==> src/msbfs_pkg.sv <==
// ----------------------------------------------------------------------------
// msbfs_pkg
// Shared types and constants for the MSB-first bit-field store.
// ----------------------------------------------------------------------------
package msbfs_pkg;

  // default store depth in 32-bit words
  localparam int STORE_WORDS_DEF = 256;
  localparam int WORD_W          = 32;
  localparam int OFFSET_W        = 13;
  localparam int FWIDTH_W        = 6;
  // word index taken from an offset, plus one for the second word
  localparam int WIDX_W          = OFFSET_W - 5 + 1;

  // memory port operation for one cycle
  typedef enum logic [2:0] {
    MEM_IDLE,
    MEM_RD0,
    MEM_RD1,
    MEM_WR0,
    MEM_WR1,
    MEM_CLR
  } mem_op_t;

  // commands from the controller to the datapath
  typedef struct packed {
    logic    load_in;
    mem_op_t mem_op;
    logic    merge;
    logic    load_out;
  } dp_cmd_t;

  // status from the datapath to the controller
  typedef struct packed {
    logic clr_last;
    logic is_write;
  } dp_stat_t;

endpackage

==> src/msbfs_ctrl.sv <==
// ----------------------------------------------------------------------------
// msbfs_ctrl
// Sequencer for the clear sweep and the read / merge / write steps of one
// item, plus the output valid flag.
// ----------------------------------------------------------------------------
module msbfs_ctrl import msbfs_pkg::*; (
  input  logic     clk,
  input  logic     rst,
  input  logic     in_valid,
  output logic     in_ready,
  output logic     out_valid,
  input  logic     out_ready,
  input  dp_stat_t stat,
  output dp_cmd_t  cmd
);

  typedef enum logic [2:0] {
    S_CLEAR,
    S_IDLE,
    S_RD0,
    S_RD1,
    S_MERGE,
    S_WR0,
    S_WR1,
    S_POST
  } state_t;

  state_t state;
  state_t state_next;
  logic   slot_free;

  assign in_ready  = (state == S_IDLE);
  assign slot_free = !out_valid || out_ready;

  // command decode and next state
  always_comb begin
    cmd        = '{load_in: 1'b0, mem_op: MEM_IDLE, merge: 1'b0, load_out: 1'b0};
    state_next = state;
    case (state)
      S_CLEAR: begin
        cmd.mem_op = MEM_CLR;
        if (stat.clr_last) begin
          state_next = S_IDLE;
        end
      end
      S_IDLE: begin
        if (in_valid) begin
          cmd.load_in = 1'b1;
          state_next  = S_RD0;
        end
      end
      S_RD0: begin
        cmd.mem_op = MEM_RD0;
        state_next = S_RD1;
      end
      S_RD1: begin
        cmd.mem_op = MEM_RD1;
        state_next = S_MERGE;
      end
      S_MERGE: begin
        cmd.merge  = 1'b1;
        state_next = stat.is_write ? S_WR0 : S_POST;
      end
      S_WR0: begin
        cmd.mem_op = MEM_WR0;
        state_next = S_WR1;
      end
      S_WR1: begin
        cmd.mem_op = MEM_WR1;
        state_next = S_POST;
      end
      S_POST: begin
        if (slot_free) begin
          cmd.load_out = 1'b1;
          state_next   = S_IDLE;
        end
      end
      default: begin
        state_next = S_IDLE;
      end
    endcase
  end

  // state and output valid
  always_ff @(posedge clk) begin
    if (rst) begin
      state     <= S_CLEAR;
      out_valid <= 1'b0;
    end else begin
      state <= state_next;
      if (cmd.load_out) begin
        out_valid <= 1'b1;
      end else if (out_ready) begin
        out_valid <= 1'b0;
      end
    end
  end

  // a new result appears only out of the post step
  a_rise_from_post: assert property (@(posedge clk) disable iff (rst)
    $rose(out_valid) |-> $past(state) == S_POST)
    else $error("result valid without post step");

  // an accepted transfer starts the first word read
  a_accept_reads: assert property (@(posedge clk) disable iff (rst)
    (in_valid && in_ready) |=> state == S_RD0)
    else $error("accepted item did not start reading");

  // reads skip the write-back steps
  a_read_no_write: assert property (@(posedge clk) disable iff (rst)
    (state == S_MERGE && !stat.is_write) |=> state == S_POST)
    else $error("read item entered write-back");

  // a result held by a stalled output is not overwritten
  a_hold_result: assert property (@(posedge clk) disable iff (rst)
    (out_valid && !out_ready) |-> !cmd.load_out)
    else $error("result overwritten while stalled");

endmodule
==> config.mk <==
export PLATFORM = sky130hd
export DESIGN_NAME = msbfs_ctrl
export DESIGN_NICKNAME = d
export VERILOG_FILES = /design/src/msbfs_pkg.sv /design/src/msbfs_ctrl.sv
export SDC_FILE = /design/constraint.sdc
export NUM_CORES = 1
export LEC_CHECK = 0
export BUFFER_PORTS_ARGS = -buffer_cell sky130_fd_sc_hd__buf_2
export CELL_PAD_IN_SITES_DETAIL_PLACEMENT = 1
export CELL_PAD_IN_SITES_GLOBAL_PLACEMENT = 1
export CORE_AREA = 4 4 41 43
export CTS_BUF_LIST = sky130_fd_sc_hd__clkbuf_8
export DETAILED_ROUTE_END_ITERATION = 16
export DIE_AREA = 0 0 45 47
export GPL_ROUTABILITY_DRIVEN = 0
export PLACE_DENSITY = 0.56
export SYNTH_ARGS = -nofsm -noshare
export SYNTH_HDL_FRONTEND = slang
export SYNTH_SLANG_ARGS = --single-unit
==> constraint.sdc <==
create_clock -name clk -period 1.24 [get_ports clk]
set_clock_uncertainty 0.2 [all_clocks]
set_input_delay 0.062 -clock clk [delete_from_list [all_inputs] [get_ports clk]]
set_output_delay 0.062 -clock clk [all_outputs]
set_load 0.02 [all_outputs]
==> run_results.csv <==
group,metric,value,unit
logic_synthesis,syn_nets,42,
sta,period_needed,1355,ps
clock_network,holdBufCountCts,3,
logic_synthesis,synth.most_common_cell,"nor2_1",
sta,finalHoldViolations,1,
logic_synthesis,ys_seq_area_share,30.33,%
logic_synthesis,async_flop_share,0,%
setup_path,worstSetupStartpointType,"flop",
min_path,hold_path.class,"input pin to flop",
global_routing,grt_pass1_vias,367,
place,dp_slack,-55.35,ps
logic_synthesis,syn_area_per_cell,7.333,µm²
floorplan,io_pins,14,
logic_synthesis,ys_top_cells_by_count,"nor2_1 (8), dfxtp_1 (4), and2_1 (3)",
drt,vias,338,
global_routing,grt_usage,10.83,%
logic_synthesis,synthFlopType,"dfxtp_1",
setup_path,reg2reg_setup_slack,-50,ps
place,io_buffers,13,
drt,finalWirelength,909,µm
drt,viasPerCell,4.507,
drt,drt_iter0_markers,4,
layout,num-fill-cells,158,
sta,fmax,738.0,MHz
power_and_ir_drop,finalPower,633.4,µW
logic_synthesis,syn-instance-count,36,
global_routing,antenna_found_initial,0,
logic_synthesis,synth-edff-count,0,
place,hpwl,600.4,µm
run_status,outcome,"finished with violations",
floorplan,core_area,1301,µm²
run_status,violations,"hold timing, setup timing",
logic_synthesis,ys_types,17,
setup_path,required,980,ps
logic_synthesis,ys_top_cells_by_area,"dfxtp_1 (30%), nor2_1 (11%), buf_6 (8.5%)",
clock_network,cts.sinks,4,
power_and_ir_drop,p_leak,0.2502,nW
layout,fin_nets,68,
drt,wl_per_cell,12.12,µm
clock_network,clk_pin_slew,30,ps
sta,worst_pin_slew,249.1,ps
sta,setup_viol_count_final,8,
layout,utilization,42.79,%
global_routing,grt_pass1_wl,1628,µm
setup_path,end_kind,"output port",
drt,ant_nets,0,
logic_synthesis,ys.warnings.count,0,
layout,drive_gt1_share,65.00,%
job,cap_violations,0,
global_routing,grt_max_degree,11,
clock_network,root_buffer,"clkbuf_8",
setup_path,crit_type,"flop to output port",
power_and_ir_drop,peakVddDrop,0.7534,mV
logic_synthesis,synth-seq-cells,4,
sta,whs,-40.90,ps
drt,drc,0,
setup_path,worstRegToRegCells,4,
floorplan,die_area,2115,µm²
layout,multi_input_area,209.0,µm²
layout,area_delta_synth_final,110.9,%
sta,fin_crit_sh,109.3,%
sta,layout_setup_ws,-114.9,ps
sta,drv_slew,0,
sta,rsz0062_at_grt,"yes",
sta,fin_setup_tns,-491.7,ps
floorplan,rows,13,
clock_network,htree_levels,1,
logic_synthesis,syn_area,264.0,µm²
clock_network,clock_latency,220,ps
drt,firstDrtPassIters,2,
floorplan,start_util,20.29,%
power_and_ir_drop,power_density,1138,nW/µm²
floorplan,die_w,45,µm
setup_path,crit_path_end,"cmd[1]",
setup_path,r2r_start,"state[1]$_SDFFE_PP0P_",
global_routing,grt-ovfl-total,0,
clock_network,cts_tree,"done",
setup_path,crit_fanout,8,
logic_synthesis,synth_top_area_share,30.33,%
sta,relSlewSlack,83.22,%
clock_network,clk_path_buf_depth,2,
logic_synthesis,yosysTopAreaCell,"dfxtp_1",
setup_path,rr_endpoint,"state[1]$_SDFFE_PP0P_",
layout,diodes,0,
clock_network,cts_made_buffers,3,
setup_path,startpoint,"state[1]$_SDFFE_PP0P_",
floorplan,die_h,47,µm
setup_path,worstPathArrival,1090,ps
layout,register_area,92.59,µm²
## where the power goes
part           internal, mW  switching (mW)  total (mW)
clock                 0.207          0.0636       0.270
sequential            0.138          0.0250       0.163
combinational         0.112          0.0878       0.200
total                 0.457           0.176       0.633
## cells by family after synthesis
| group | after synthesis | synth area share [%] |
|---|---|---|
| AND/OR/NAND/NOR | 22 | 41.71 |
| AO/OA/AOI/OAI | 6 | 14.22 |
| buffers and inverters | 3 | 10.42 |
| flip-flops | 4 | 30.33 |
| XOR/XNOR | 1 | 3.318 |
## flip-flops by register name, indices dropped and copies added (netlist names)
signal,cells
out_valid,1
state,3
## layout by cell type, fill, tap and decap left out, drive strengths merged, types with 2 or more instances in the layout
cell type	instances
nor2b	2
nand2	2
o21ai	2
buf	21
a21oi	2
clkbuf	3
dlygate4sd3	3
dfxtp	4
nand2b	2
and2	3
nor2	8
nor3	2
## area by class of cell
cell class | count | area share [%]
Multi-Input combinational cell | 29 | 37.53
Timing Repair Buffer | 24 | 35.06
Sequential cell | 4 | 16.63
Clock buffer | 3 | 7.416
Tap cell | 15 | 3.371
## how the worst min path moves through the flow
stage,end,cells past startpoint,slack (ps),from
after floorplan,out_valid$_SDFFE_PP0P_,1,-70,rst
after global placement,out_valid$_SDFFE_PP0P_,2,80,rst
after detailed placement,out_valid$_SDFFE_PP0P_,2,90,rst
after CTS,out_valid$_SDFFE_PP0P_,4,-30,out_ready
after global routing,out_valid$_SDFFE_PP0P_,4,-8,out_ready
final,out_valid$_SDFFE_PP0P_,4,-40,out_ready
## per-stage QoR
step | area [µm²] | std cells | hold WS, ps
after global routing | 556.8 | 75 | -8.269
final | 556.8 | 75 | -40.90
after detailed placement | 366.6 | 66 | 87.96
after CTS | 520.5 | 74 | -34.48
after floorplan | 272.8 | 36 | -73.03
after global placement | 366.6 | 66 | 83.35
## layer usage
layer	GRT usage, %	share of wire [%]	wire, µm	vias to the layer above
met5	0	0	0	-
met4	5.263	1.3	12	0
met3	2.299	4.6	42	2
met2	20.06	56	505	9
met1	11.62	38	349	161
li1	-	-	-	166
## worst max-delay path: stages, from the launching register on
cell and delay, ps:
dfxtp_4 370, buf_4 150, nor2_4 110, and2_4 150, buf_6 110
## what timing repair did
action | CTS | global route
gates resized for setup | 22 | 8
setup buffers | 2 | 1
pin swaps | 4 | 0
endpoints found under the setup margin | 9 | 9
endpoints found under the hold margin | 4 | 1
No activity file was read; power rests on OpenSTA's default activity.
